**config.mk**
```make
export PLATFORM = sky130hd
export DESIGN_NAME = dual_integer_set_engine_core
export DESIGN_NICKNAME = d
export VERILOG_FILES = /design/src/hdl/dise_pkg.sv /design/src/hdl/dise_set_mem.sv /design/src/hdl/dise_ctrl.sv /design/src/hdl/dual_integer_set_engine_core.sv
export SDC_FILE = /design/constraint.sdc
export NUM_CORES = 2
export LEC_CHECK = 0
export ABC_AREA = 1
export CORE_MARGIN = 5
export CORE_UTILIZATION = 42
export DETAILED_ROUTE_END_ITERATION = 10
export DONT_BUFFER_PORTS = 1
export HOLD_SLACK_MARGIN = 0.08
export PLACE_DENSITY = 0.56
export SLEW_MARGIN = 10
export SYNTH_ARGS = -nofsm -noshare
export SYNTH_HDL_FRONTEND = slang
export SYNTH_SLANG_ARGS = --single-unit
```
**constraint.sdc**
```tcl
create_clock -name clk -period 5.2 [get_ports clk]
set_input_delay 0.52 -clock clk [delete_from_list [all_inputs] [get_ports clk]]
set_output_delay 0.52 -clock clk [all_outputs]
set_load 0.01 [all_outputs]
```
**src/hdl/dise_pkg.sv**
```systemverilog
// ----------------------------------------------------------------------------
// dise_pkg
// Shared types and constants for the dual integer set engine: opcodes,
// status codes, the command and result records.
// ----------------------------------------------------------------------------
`default_nettype none

package dise_pkg;

  // element width and default store depth
  localparam int DATA_W       = 32;
  localparam int CAPACITY_DEF = 16;

  // longest result run of one command
  localparam int MAX_RESULTS = 32;
  localparam int RES_CNT_W   = $clog2(MAX_RESULTS + 1);

  // opcodes
  localparam logic [3:0] OP_INSERT = 4'd0;
  localparam logic [3:0] OP_REMOVE = 4'd1;
  localparam logic [3:0] OP_MEMBER = 4'd2;
  localparam logic [3:0] OP_SIZE   = 4'd3;
  localparam logic [3:0] OP_SUBSET = 4'd4;
  localparam logic [3:0] OP_EQUAL  = 4'd5;
  localparam logic [3:0] OP_UNION  = 4'd6;
  localparam logic [3:0] OP_INTER  = 4'd7;
  localparam logic [3:0] OP_DIFF   = 4'd8;

  // status codes
  localparam logic [1:0] ST_DONE = 2'd0;
  localparam logic [1:0] ST_SAME = 2'd1;
  localparam logic [1:0] ST_FULL = 2'd2;

  // one command request
  typedef struct packed {
    logic [DATA_W-1:0] elem;
    logic              sel;
    logic [3:0]        op;
  } cmd_t;

  // one result request
  typedef struct packed {
    logic [DATA_W-1:0] value;
    logic              value_valid;
    logic              answer;
    logic [1:0]        status;
    logic              last;
  } res_t;

endpackage

`default_nettype wire

```
**src/hdl/dise_set_mem.sv**
```systemverilog
// ----------------------------------------------------------------------------
// dise_set_mem
// Element store of one set: one write port, one read port with registered
// read data.
// ----------------------------------------------------------------------------
`default_nettype none

module dise_set_mem
  import dise_pkg::*;
#(
  parameter int DEPTH = CAPACITY_DEF,
  parameter int AW    = (DEPTH > 1) ? $clog2(DEPTH) : 1
) (
  input  wire logic              clk,
  input  wire logic              we,
  input  wire logic [AW-1:0]     wr_addr,
  input  wire logic [DATA_W-1:0] wr_data,
  input  wire logic [AW-1:0]     rd_addr,
  output logic      [DATA_W-1:0] rd_data
);

  logic [DATA_W-1:0] store_r [DEPTH];
  logic [DATA_W-1:0] rd_data_r;

  // write port
  always_ff @(posedge clk) begin
    if (we) begin
      store_r[wr_addr] <= wr_data;
    end
  end

  // registered read port
  always_ff @(posedge clk) begin
    rd_data_r <= store_r[rd_addr];
  end

  assign rd_data = rd_data_r;

endmodule

`default_nettype wire

```
**src/hdl/dise_ctrl.sv**
```systemverilog
// ----------------------------------------------------------------------------
// dise_ctrl
// Command sequencer: walks the set stores through one shared compare and
// index unit, performs updates, and hands result requests to the output stage.
// ----------------------------------------------------------------------------
`default_nettype none

module dise_ctrl
  import dise_pkg::*;
#(
  parameter int CAPACITY = CAPACITY_DEF,
  parameter int AW       = (CAPACITY > 1) ? $clog2(CAPACITY) : 1,
  parameter int CW       = $clog2(CAPACITY + 1)
) (
  input  wire logic              clk,
  input  wire logic              rst_n,
  // command side
  input  wire logic              start,
  input  wire cmd_t              cmd,
  output logic                   ready,
  // store ports, one read address shared by both stores
  output logic [AW-1:0]          rd_addr,
  input  wire logic [DATA_W-1:0] rd_data_a,
  input  wire logic [DATA_W-1:0] rd_data_b,
  output logic                   we_a,
  output logic                   we_b,
  output logic [AW-1:0]          wr_addr,
  output logic [DATA_W-1:0]      wr_data,
  // result side
  input  wire logic              slot_free,
  output logic                   push_valid,
  output res_t                   push_res
);

  typedef enum logic [11:0] {
    S_IDLE    = 12'h001,
    S_START   = 12'h002,
    S_OFETCH  = 12'h004,
    S_OWAIT   = 12'h008,
    S_IREAD   = 12'h010,
    S_ICMP    = 12'h020,
    S_DECIDE  = 12'h040,
    S_EMIT    = 12'h080,
    S_FINISH  = 12'h100,
    S_SHREAD  = 12'h200,
    S_SHWRITE = 12'h400,
    S_REPLY   = 12'h800
  } state_t;

  state_t                 state_r, state_nxt;
  logic [3:0]             op_r, op_nxt;
  logic                   sel_r, sel_nxt;
  logic [DATA_W-1:0]      key_r, key_nxt;
  logic [CW-1:0]          cnt_a_r, cnt_a_nxt;
  logic [CW-1:0]          cnt_b_r, cnt_b_nxt;
  logic [CW-1:0]          oi_r, oi_nxt;
  logic [CW-1:0]          ii_r, ii_nxt;
  logic                   outer_b_r, outer_b_nxt;
  logic                   inner_b_r, inner_b_nxt;
  logic                   skip_r, skip_nxt;
  logic                   phase2_r, phase2_nxt;
  logic                   found_r, found_nxt;
  logic                   pend_v_r, pend_v_nxt;
  logic [DATA_W-1:0]      pend_r, pend_nxt;
  logic [RES_CNT_W-1:0]   resn_r, resn_nxt;
  res_t                   reply_r, reply_nxt;

  logic [CW-1:0]          n_left, n_right, n_outer, n_inner;
  logic [DATA_W-1:0]      rd_outer, rd_inner;
  logic                   hit;
  logic [CW-1:0]          ii_inc, oi_inc, ii_dec;
  logic                   we;

  // operand counts and read data selection
  assign n_left   = sel_r     ? cnt_b_r   : cnt_a_r;
  assign n_right  = sel_r     ? cnt_a_r   : cnt_b_r;
  assign n_outer  = outer_b_r ? cnt_b_r   : cnt_a_r;
  assign n_inner  = inner_b_r ? cnt_b_r   : cnt_a_r;
  assign rd_outer = outer_b_r ? rd_data_b : rd_data_a;
  assign rd_inner = inner_b_r ? rd_data_b : rd_data_a;

  // shared compare and index unit
  assign hit    = (rd_inner == key_r);
  assign ii_inc = ii_r + CW'(1);
  assign oi_inc = oi_r + CW'(1);
  assign ii_dec = ii_r - CW'(1);

  // store writes always go to the left set
  assign we_a = we & ~sel_r;
  assign we_b = we & sel_r;

  // sequencer
  always_comb begin
    state_nxt   = state_r;
    op_nxt      = op_r;
    sel_nxt     = sel_r;
    key_nxt     = key_r;
    cnt_a_nxt   = cnt_a_r;
    cnt_b_nxt   = cnt_b_r;
    oi_nxt      = oi_r;
    ii_nxt      = ii_r;
    outer_b_nxt = outer_b_r;
    inner_b_nxt = inner_b_r;
    skip_nxt    = skip_r;
    phase2_nxt  = phase2_r;
    found_nxt   = found_r;
    pend_v_nxt  = pend_v_r;
    pend_nxt    = pend_r;
    resn_nxt    = resn_r;
    reply_nxt   = reply_r;
    ready       = 1'b0;
    rd_addr     = ii_r[AW-1:0];
    we          = 1'b0;
    wr_addr     = n_left[AW-1:0];
    wr_data     = key_r;
    push_valid  = 1'b0;
    push_res    = '0;

    unique case (state_r)
      S_IDLE: begin
        ready = 1'b1;
        if (start) begin
          op_nxt    = cmd.op;
          sel_nxt   = cmd.sel;
          key_nxt   = cmd.elem;
          state_nxt = S_START;
        end
      end

      // set up the scan for this command
      S_START: begin
        resn_nxt        = '0;
        pend_v_nxt      = 1'b0;
        phase2_nxt      = 1'b0;
        skip_nxt        = 1'b0;
        found_nxt       = 1'b0;
        oi_nxt          = '0;
        ii_nxt          = '0;
        reply_nxt       = '0;
        reply_nxt.last  = 1'b1;
        unique case (op_r)
          OP_INSERT, OP_REMOVE, OP_MEMBER: begin
            inner_b_nxt = sel_r;
            state_nxt   = S_IREAD;
          end
          OP_SIZE: begin
            reply_nxt.value       = DATA_W'(n_left);
            reply_nxt.value_valid = 1'b1;
            state_nxt             = S_REPLY;
          end
          OP_SUBSET, OP_INTER, OP_DIFF: begin
            outer_b_nxt = sel_r;
            inner_b_nxt = ~sel_r;
            state_nxt   = S_OFETCH;
          end
          OP_EQUAL: begin
            if (n_left != n_right) begin
              state_nxt = S_REPLY;
            end else begin
              outer_b_nxt = ~sel_r;
              inner_b_nxt = sel_r;
              state_nxt   = S_OFETCH;
            end
          end
          OP_UNION: begin
            outer_b_nxt = sel_r;
            skip_nxt    = 1'b1;
            state_nxt   = S_OFETCH;
          end
          default: begin
            state_nxt = S_REPLY;
          end
        endcase
      end

      // fetch the next outer element
      S_OFETCH: begin
        rd_addr = oi_r[AW-1:0];
        if (oi_r == n_outer) begin
          state_nxt = S_FINISH;
        end else begin
          state_nxt = S_OWAIT;
        end
      end

      S_OWAIT: begin
        key_nxt = rd_outer;
        ii_nxt  = '0;
        if (skip_r) begin
          state_nxt = S_EMIT;
        end else begin
          state_nxt = S_IREAD;
        end
      end

      // inner scan for the key
      S_IREAD: begin
        if (ii_r == n_inner) begin
          found_nxt = 1'b0;
          state_nxt = S_DECIDE;
        end else begin
          state_nxt = S_ICMP;
        end
      end

      S_ICMP: begin
        if (hit) begin
          found_nxt = 1'b1;
          state_nxt = S_DECIDE;
        end else begin
          ii_nxt    = ii_inc;
          state_nxt = S_IREAD;
        end
      end

      // act on the scan outcome
      S_DECIDE: begin
        unique case (op_r)
          OP_INSERT: begin
            if (found_r) begin
              reply_nxt.status = ST_SAME;
            end else if (n_left >= CW'(CAPACITY)) begin
              reply_nxt.status = ST_FULL;
            end else begin
              we               = 1'b1;
              reply_nxt.status = ST_DONE;
              if (sel_r) begin
                cnt_b_nxt = n_left + CW'(1);
              end else begin
                cnt_a_nxt = n_left + CW'(1);
              end
            end
            state_nxt = S_REPLY;
          end
          OP_REMOVE: begin
            if (found_r) begin
              ii_nxt    = ii_inc;
              state_nxt = S_SHREAD;
            end else begin
              reply_nxt.status = ST_SAME;
              state_nxt        = S_REPLY;
            end
          end
          OP_MEMBER: begin
            reply_nxt.answer = found_r;
            state_nxt        = S_REPLY;
          end
          OP_SUBSET, OP_EQUAL: begin
            if (found_r) begin
              oi_nxt    = oi_inc;
              state_nxt = S_OFETCH;
            end else begin
              state_nxt = S_REPLY;
            end
          end
          OP_INTER: begin
            if (found_r) begin
              state_nxt = S_EMIT;
            end else begin
              oi_nxt    = oi_inc;
              state_nxt = S_OFETCH;
            end
          end
          OP_DIFF, OP_UNION: begin
            if (found_r) begin
              oi_nxt    = oi_inc;
              state_nxt = S_OFETCH;
            end else begin
              state_nxt = S_EMIT;
            end
          end
          default: begin
            state_nxt = S_REPLY;
          end
        endcase
      end

      // run element: the held one goes out once the next one is known
      S_EMIT: begin
        if (!pend_v_r || slot_free) begin
          if (pend_v_r) begin
            push_valid           = 1'b1;
            push_res.value       = pend_r;
            push_res.value_valid = 1'b1;
          end
          pend_v_nxt = 1'b1;
          pend_nxt   = key_r;
          resn_nxt   = resn_r + RES_CNT_W'(1);
          if (resn_r == RES_CNT_W'(MAX_RESULTS - 1)) begin
            reply_nxt.value       = key_r;
            reply_nxt.value_valid = 1'b1;
            reply_nxt.last        = 1'b1;
            state_nxt             = S_REPLY;
          end else begin
            oi_nxt    = oi_inc;
            state_nxt = S_OFETCH;
          end
        end
      end

      // outer loop exhausted
      S_FINISH: begin
        priority if (op_r == OP_SUBSET || op_r == OP_EQUAL) begin
          reply_nxt.answer = 1'b1;
          state_nxt        = S_REPLY;
        end else if (op_r == OP_UNION && !phase2_r) begin
          phase2_nxt  = 1'b1;
          skip_nxt    = 1'b0;
          outer_b_nxt = ~sel_r;
          inner_b_nxt = sel_r;
          oi_nxt      = '0;
          state_nxt   = S_OFETCH;
        end else begin
          if (pend_v_r) begin
            reply_nxt.value       = pend_r;
            reply_nxt.value_valid = 1'b1;
          end
          state_nxt = S_REPLY;
        end
      end

      // close the gap after a removal
      S_SHREAD: begin
        if (ii_r == n_left) begin
          if (sel_r) begin
            cnt_b_nxt = n_left - CW'(1);
          end else begin
            cnt_a_nxt = n_left - CW'(1);
          end
          reply_nxt.status = ST_DONE;
          state_nxt        = S_REPLY;
        end else begin
          state_nxt = S_SHWRITE;
        end
      end

      S_SHWRITE: begin
        we        = 1'b1;
        wr_addr   = ii_dec[AW-1:0];
        wr_data   = rd_inner;
        ii_nxt    = ii_inc;
        state_nxt = S_SHREAD;
      end

      // final result of the command
      S_REPLY: begin
        if (slot_free) begin
          push_valid = 1'b1;
          push_res   = reply_r;
          state_nxt  = S_IDLE;
        end
      end

      default: begin
        state_nxt = S_IDLE;
      end
    endcase
  end

  // control state
  always_ff @(posedge clk) begin
    if (!rst_n) begin
      state_r  <= S_IDLE;
      cnt_a_r  <= '0;
      cnt_b_r  <= '0;
      pend_v_r <= 1'b0;
      phase2_r <= 1'b0;
      skip_r   <= 1'b0;
    end else begin
      state_r  <= state_nxt;
      cnt_a_r  <= cnt_a_nxt;
      cnt_b_r  <= cnt_b_nxt;
      pend_v_r <= pend_v_nxt;
      phase2_r <= phase2_nxt;
      skip_r   <= skip_nxt;
    end
  end

  // working registers
  always_ff @(posedge clk) begin
    op_r      <= op_nxt;
    sel_r     <= sel_nxt;
    key_r     <= key_nxt;
    oi_r      <= oi_nxt;
    ii_r      <= ii_nxt;
    outer_b_r <= outer_b_nxt;
    inner_b_r <= inner_b_nxt;
    found_r   <= found_nxt;
    pend_r    <= pend_nxt;
    resn_r    <= resn_nxt;
    reply_r   <= reply_nxt;
  end

endmodule

`default_nettype wire

```
**src/hdl/dual_integer_set_engine_core.sv**
```systemverilog
// ----------------------------------------------------------------------------
// dual_integer_set_engine_core
// Two ordered sets of distinct signed 32-bit integers with insert, remove,
// queries, comparisons and union / intersection / difference runs.
// ----------------------------------------------------------------------------
// Usage:
//   Commands enter on the in_ stream: in_tuser carries opcode and left set
//   selector, in_tdata the element. Results leave on the out_ stream; every
//   command gives one result, or a run of up to 32 for union, intersection
//   and difference, with out_tlast on its final result.
//   One command is handled at a time; in_tready is high only while idle.
//   The sequencer walks the stores through one compare: insert, member
//   and remove scan the left set (remove then shifts the rest down);
//   subset, equal, intersection and difference scan one set for each
//   element of the other; union emits the left set, then adds a pass
//   over the right set against the left; size and unknown opcodes reply
//   without a scan.
//   Results sit in an output register; when the receiver stalls, the
//   sequencer waits on its next result request and the command lengthens.
//   Reset empties both sets (counts to zero) and drops any pending result;
//   in_tready is high once the sequencer is reset to idle.
// ----------------------------------------------------------------------------
`default_nettype none

module dual_integer_set_engine_core
  import dise_pkg::*;
#(
  parameter int CAPACITY = CAPACITY_DEF
) (
  input  wire logic        clk,
  input  wire logic        rst_n,
  // command stream
  input  wire logic        in_tvalid,
  output logic             in_tready,
  input  wire logic [31:0] in_tdata,   // element[31:0]
  input  wire logic [4:0]  in_tuser,   // opcode[3:0], left_set[4]
  // result stream
  output logic             out_tvalid,
  input  wire logic        out_tready,
  output logic [39:0]      out_tdata,  // value[31:0], answer[32], status[34:33]
  output logic             out_tuser,  // value_valid
  output logic             out_tlast
);

  localparam int AW = (CAPACITY > 1) ? $clog2(CAPACITY) : 1;
  localparam int CW = $clog2(CAPACITY + 1);

  cmd_t              cmd;
  logic              accept;
  logic [AW-1:0]     rd_addr;
  logic [DATA_W-1:0] rd_data_a, rd_data_b;
  logic              we_a, we_b;
  logic [AW-1:0]     wr_addr;
  logic [DATA_W-1:0] wr_data;
  logic              slot_free;
  logic              push_valid;
  res_t              push_res;
  logic              out_valid_r;
  res_t              out_res_r;

  // command unpacking
  assign cmd.op   = in_tuser[3:0];
  assign cmd.sel  = in_tuser[4];
  assign cmd.elem = in_tdata;
  assign accept   = in_tvalid & in_tready;

  // set stores
  dise_set_mem #(
    .DEPTH (CAPACITY),
    .AW    (AW)
  ) u_mem_a (
    .clk     (clk),
    .we      (we_a),
    .wr_addr (wr_addr),
    .wr_data (wr_data),
    .rd_addr (rd_addr),
    .rd_data (rd_data_a)
  );

  dise_set_mem #(
    .DEPTH (CAPACITY),
    .AW    (AW)
  ) u_mem_b (
    .clk     (clk),
    .we      (we_b),
    .wr_addr (wr_addr),
    .wr_data (wr_data),
    .rd_addr (rd_addr),
    .rd_data (rd_data_b)
  );

  // sequencer
  dise_ctrl #(
    .CAPACITY (CAPACITY),
    .AW       (AW),
    .CW       (CW)
  ) u_ctrl (
    .clk        (clk),
    .rst_n      (rst_n),
    .start      (accept),
    .cmd        (cmd),
    .ready      (in_tready),
    .rd_addr    (rd_addr),
    .rd_data_a  (rd_data_a),
    .rd_data_b  (rd_data_b),
    .we_a       (we_a),
    .we_b       (we_b),
    .wr_addr    (wr_addr),
    .wr_data    (wr_data),
    .slot_free  (slot_free),
    .push_valid (push_valid),
    .push_res   (push_res)
  );

  // output register
  assign slot_free = ~out_valid_r | out_tready;

  always_ff @(posedge clk) begin
    if (!rst_n) begin
      out_valid_r <= 1'b0;
    end else if (push_valid) begin
      out_valid_r <= 1'b1;
    end else if (out_tready) begin
      out_valid_r <= 1'b0;
    end
  end

  always_ff @(posedge clk) begin
    if (push_valid) begin
      out_res_r <= push_res;
    end
  end

  assign out_tvalid = out_valid_r;
  assign out_tdata  = {5'b0, out_res_r.status, out_res_r.answer, out_res_r.value};
  assign out_tuser  = out_res_r.value_valid;
  assign out_tlast  = out_res_r.last;

  // a new command always leaves the sequencer busy
  assert property (@(posedge clk) disable iff (!rst_n) accept |=> !in_tready)
    else $error("sequencer ready right after taking a command");

  // the final result of a command returns the sequencer to idle
  assert property (@(posedge clk) disable iff (!rst_n)
                   (push_valid && push_res.last) |=> in_tready)
    else $error("sequencer not idle after final result");

  // no result request while waiting for a command
  assert property (@(posedge clk) disable iff (!rst_n) in_tready |-> !push_valid)
    else $error("result request while idle");

  // a result request never overwrites an unread result
  assert property (@(posedge clk) disable iff (!rst_n)
                   (out_valid_r && !out_tready) |-> !push_valid)
    else $error("result request overwrote a pending result");

  // a result without a value carries zero
  assert property (@(posedge clk) disable iff (!rst_n)
                   (push_valid && !push_res.value_valid) |-> (push_res.value == '0))
    else $error("nonzero value without value_valid");

endmodule

`default_nettype wire

```
# == Word level (Yosys, flattened, before mapping) ==
# Memories as Yosys holds them, arrays and structs flattened. A register that Yosys moved wholly into a read port is not among the register bits.
# Index checks and enable logic that the tools add are counted.
# classes
n_eq_ne,58
addsub,6
n_mux,118
n_reduce_logical,42
shift,0
mul,0
order_cmp,1
bitwise_logic,6
div,0
# ops
cell,n
2-to-1 mux 33 bit,7
one-hot mux 12 bit (12 select lines),1
2-to-1 mux 32 bit,4
2-to-1 mux 5 bit,25
2-to-1 mux 12 bit,10
one-hot mux 33 bit (3 select lines),1
one-hot mux 33 bit (2 select lines),1
one-hot mux 32 bit (2 select lines),1
one-hot mux 12 bit (4 select lines),1
one-hot mux 5 bit (4 select lines),2
2-to-1 mux 37 bit,1
one-hot mux 12 bit (3 select lines),1
== test 32 bit,1
2-to-1 mux 1 bit,31
one-hot mux 5 bit (2 select lines),3
2-to-1 mux 8 bit,3
inequality test 2 x 1 -> 1 bit (second input constant),12
inequality test 2 bit (second input constant),12
one-hot mux 1 bit (2 select lines),9
== test 4 x 3 -> 1 bit (second input constant),4
adder 5 x 1 -> 5 bit (second input constant),3
== test 5 bit,3
inequality test 3 bit (second input constant),5
AND reduction 3 bit,5
51 further kinds,85
# word_totals
ff_bits,188
latch_bits,0
inputBits,41
n_memories,2
mem_bits_ro,0
ramBits,1024
# memory_table
name,depth,word_bits,read_ports,rd_clocked_by_memory_dff,wr,line_no,source
u_mem_a.store_r,16,32,1,1,1,dise_set_mem.sv:22,logic [DATA_W-1:0] store_r [DEPTH];
u_mem_b.store_r,16,32,1,1,1,dise_set_mem.sv:22,

# == Depth between registers and ports, before layout ==
# logic_depth
word_depth,9
mapped_depth,14
mapped_depth_nobuf,14

# == Modules after synthesis ==
# A second synthesis with hierarchy kept.
# unflattened
hier_cells,5554
area_unflattened_um2,55956.2
# by_module_without_submodules
module,cells_per_inst,area_each_um2,n_inst,seq_area_each_um2
dise_set_mem,2120,22730.6,2,16015.4
dise_ctrl,1263,9288.9,1,4224.1
dual_integer_set_engine_core,51,1206.2,1,1131.1

# == Worst setup path after synthesis ==
# No wires, ideal clock.
# synth_path
path_type,register -> register
startpoint,register u_ctrl.state_r[6]
endpoint,register u_ctrl.reply_r[10] (netlist name) (enable)
n_path_buf,1
arrival_ns,3.536
stages_incl_launch_ff,11
required_time_ns,4.736
path_slack_ns,1.199
path_cell_list,dfxtp_1 -> nor2_1 -> nand2_1 -> nor2_2 -> nand2_1 -> clkbuf_1 -> nand2_1 -> inv_1 -> nand2_1 -> nand2_1 -> nor3_1
# synth_between
elab_chain_len,3
# synth_lines
item,line_no,source
start: declaration,dise_ctrl.sv:50,"state_t state_r, state_nxt;"
start signal: assignment,dise_ctrl.sv:370,state_r <= state_nxt;
"== test 12 x 8 -> 1 bit, or another cell as far along",dise_ctrl.sv:119,unique case (state_r)
"inequality test 2 x 1 -> 1 bit (no line), or another cell as far along",n/a,
AND reduction 6 bit (no line) (*),n/a,
end signal: assignment,dise_ctrl.sv:391,reply_r <= reply_nxt;
end: declaration,dise_ctrl.sv:66,"res_t reply_r, reply_nxt;"
# Mark *: on every way between the ends. The rest lies on a longest branch, timed or not.
# A chain may end at the register's enable or synchronous reset.

# == Worst setup path in the final report ==
# layout_path
startpoint,register u_ctrl.state_r[4]
endpoint,memory u_mem_b.store_r[8][4] (enable)
# layout_between
elab_chain_len,5
# layout_lines
item,line_no,source
== test 12 x 11 -> 1 bit / == test 12 x 7 -> 1 bit (equally long branches),dise_ctrl.sv:119,
one-hot mux 1 bit (2 select lines),dise_ctrl.sv:119,
bitwise AND 1 bit,dise_ctrl.sv:90,assign we_b = we & sel_r;
2-to-1 mux 1 bit,dise_set_mem.sv:27,if (we) begin
2-to-1 mux 1 bit (not written as such),dise_set_mem.sv:28,store_r[wr_addr] <= wr_data;
end: declaration,dise_set_mem.sv:22,
# Several ways; a longest one is shown, not always the timed one.

==> impl_metrics.sql <==
INSERT INTO impl_metrics (metric_group, metric, value, unit) VALUES
('outcome', 'outcome', 'finished clean', ''),
('finish', 'drive_gt1_share', '7.26', '%'),
('setup_path', 'timing.critical_path.arrival', '4130', 'ps'),
('cts', 'clk_latency', '770', 'ps'),
('worst_hold_path', 'hp-class', 'primary input to register', ''),
('sta', 'final_min_period_over_clock_period', '70.8', '%'),
('cts', 'clock_sink_count', '1275', ''),
('global_route', 'global_route_wire_length_before_repair', '244000', 'µm'),
('setup_path', 'cp.required', '5650', 'ps'),
('routing', 'drc', '0', ''),
('yosys', 'yosys.area_share.adder', '0.191', '%'),
('sta', 'final_worst_clock_skew', '27.6', 'ps'),
('cts', 'htree_levels', '4', ''),
('sta', 'finalHoldViolCount', '0', ''),
('yosys', 'ys_seq_elements', '1275', ''),
('routing', 'antenna_violating_nets_post_route', '0', ''),
('yosys', 'synth-xor-area-share', '0.357', '%'),
('yosys', 'synth_warn', '0', ''),
('yosys', 'synthesis.instances', '5693', ''),
('power', 'sequentialPowerShare', '51.7', '%'),
('global_route', 'antenna_found_initial', '5', ''),
('finish', 'mostFrequentLayoutCell', 'nand2_1', ''),
('cts', 'post_cts_buffers', '0', ''),
('setup_path', 'r2r-start', 'u_ctrl.state_r[4]', ''),
('power', 'intPower', '17.2', 'mW'),
('sta', 'setup_repair_after_global_routing_missed_its_margin', 'false', ''),
('sta', 'number_of_slew_limit_violations_in_the_final_report', '0', ''),
('setup_path', 'worst_r2r_endpoint', 'u_mem_b.store_r[8][4]', ''),
('yosys', 'post_synth_main_area_contributors', 'edfxtp_1 63%, nand3_1 9.7%, nand2_1 9.4%, inv_1 7.9%, dfxtp_1 3.2%', ''),
('global_route', 'pin_count_of_the_biggest_net_entering_global_routing', '129', ''),
('floorplan', 'die-height', '376', 'µm'),
('sta', 'timing_worst_slew_pin_value', '1240', 'ps'),
('cts', 'clock_tree.buffer_depth', '3', ''),
('floorplan', 'design.die.area', '142000', 'µm²'),
('cts', 'cts_inserted_buffers', '137', ''),
('yosys', 'yosysTopAreaCellShare', '63.1', '%'),
('setup_path', 'cp-endpoint', 'u_mem_b.store_r[8][4]', ''),
('sta', 'totalNegativeSetupSlack', '0', 'ps'),
('routing', 'drt-total-wl', '165000', 'µm'),
('sta', 'slew_headroom', '16.7', '%'),
('setup_path', 'critPathKind', 'register to register', ''),
('yosys', 'yosysSeqAreaShare', '66.3', '%'),
('setup_path', 'worstRegToRegCells', '12', ''),
('yosys', 'postSynth.asyncResetShare', '0', '%'),
('global_route', 'global_route.usage.total', '23.1', '%'),
('yosys', 'dominant_combinational_cell_family_by_area_after_synthesis', 'simple AND/OR/NAND/NOR gates', ''),
('floorplan', 'initial_utilization', '42.2', '%'),
('yosys', 'synthSimpleGateAreaFrac', '20.7', '%'),
('yosys', 'synth_area_leader_cell', 'edfxtp_1', ''),
('power', 'total_power', '22.0', 'mW'),
('cts', 'cts.clk_slew.worst_paths', '60', 'ps'),
('place', 'place.gp.congestion', '0.838', ''),
('place', 'dp.final_hpwl', '100000', 'µm'),
('routing', 'vias_per_cell', '5.16', ''),
('routing', 'num_vias', '39200', ''),
('yosys', 'syn-cell-area', '56400', 'µm²'),
('setup_path', 'timing_startpoint_of_the_critical_path', 'u_ctrl.state_r[4]', ''),
('cts', 'cts_root_buffer', 'clkbuf_16', ''),
('place', 'port-buffer-count', '0', ''),
('finish', 'synthToLayoutAreaGrowth', '13.5', '%'),
('routing', 'detail_route.iter0.violations', '3860', ''),
('yosys', 'muxShareOfSynthArea', '0', '%'),
('flow_run', 'cap_viol_max_count', '0', ''),
('power', 'swShare', '22.0', '%'),
('floorplan', 'pin_count', '85', ''),
('yosys', 'synth-compound-area-share', '2.00', '%'),
('sta', 'setup-violations-final', '0', ''),
('setup_path', 'crit_path_start_kind', 'register', ''),
('cts', 'tritoncts', 'done', ''),
('power', 'switching_power', '4.85', 'mW'),
('sta', 'clock.fmax', '0.271', 'GHz');
[cell usage after synthesis (3+ instances only)]
cell type / count
buf_1: 12
nand4_1: 11
o221ai_1: 5
o21ai_0: 117
edfxtp_1: 1185
a31oi_1: 25
xor2_1: 18
inv_1: 1194
xnor2_1: 5
buf_4: 25
nand3_1: 1096
nor2_2: 4
nor3_1: 12
buf_2: 150
nor2_1: 149
a21oi_1: 17
ha_1: 7
buf_6: 8
nand2_1: 1414
o22ai_1: 28
nand2_2: 6
or2_2: 10
dfxtp_1: 90
nand3_2: 3
clkbuf_1: 82
[per-layer routing]
metal	global-route usage [%]	wire (µm)	vias up
li1	-	-	18500
met1	33.4	72400	18900
met2	35.8	74400	1552
met3	4.36	14400	234
met4	6.41	3990	2
met5	0	13	-
[area by class of cell]
| cell class | count | area (µm²) | area share, % |
|---|---|---|---|
| flip-flops and latches | 1275 | 37400 | 58.4 |
| multi-input cells | 2947 | 13800 | 21.6 |
| diodes | 2 | 5.00 | 0.00782 |
| inverters | 1198 | 4500 | 7.04 |
| clock buffers | 192 | 3950 | 6.18 |
| clock inverters | 58 | 505 | 0.790 |
| repair buffers | 156 | 1590 | 2.48 |
| well taps | 1768 | 2210 | 3.46 |
[kinds of logic after synthesis]
family	count (synthesis)
and+or+nand+nor	2710
buffers and inverters	1475
other	1
adders and majority gates	8
AOI/OAI and AO/OA	201
xor gates and xnor gates	23
DFF	1275
[power groups by stage]
stage | Combinational [mW] | Clock (mW) | Sequential (mW)
4_1_cts | 0.913 | 9.87 | 11.4
6_report | 0.919 | 9.73 | 11.4
3_5_place_dp | 0.886 | 0 | 11.6
5_1_grt | 0.988 | 10.3 | 11.4
3_3_place_gp | 0.878 | 0 | 11.6
2_1_floorplan | 0.470 | 0 | 11.6
[metrics by stage]
stage	cell area, µm²	utilization, %	cells	hold WS, ps	setup WS, ps
finish	64000	47.9	7596	126	1520
global route	64000	47.9	7594	107	1260
CTS	64000	47.9	7594	85.0	1520
detailed placement	59200	44.4	7312	461	1570
global placement	59200	44.4	7312	450	1570
floorplan	56400	-	5697	441	1200
[sequential cells by signal (all words and copies together), names as in the netlist, 12 cells and up]
name	count
u_mem_b.store_r	512
u_mem_a.store_r	512
out_tdata	35
u_ctrl.key_r	32
u_mem_b.rd_data	32
u_ctrl.state_r	12
u_ctrl.pend_r	32
u_ctrl.reply_r	36
u_mem_a.rd_data	32
[critical path: stages (launching register included)]
cell	delay, ps
dfxtp_1	350
nor2_1	70
nand2_1	140
nor2_2	80
nand2_1	140
buf_4	330
inv_2	80
o21ai_0	870
nand2_1	110
inv_1	140
nand2_1	160
nor2_4	550
buf_4	320
[what timing repair did]
action / CTS / global route
gates resized for setup: 0 / 0
endpoints found under the hold margin: 42 / 0
hold buffers: 32 / 0
[how the worst min path moves through the flow]
stage	from	to	slack (ps)	cells past startpoint
floorplan	u_ctrl.phase2_r	u_ctrl.phase2_r	440	2
detailed placement	u_ctrl.phase2_r	u_ctrl.phase2_r	460	2
CTS	in_tdata[23]	u_ctrl.key_r[23]	90	2
finish	in_tdata[23]	u_ctrl.key_r[23]	130	2
global route	in_tdata[27]	u_ctrl.key_r[27]	110	2
global placement	u_ctrl.phase2_r	u_ctrl.phase2_r	450	2
(Power assumes the default switching activity.)
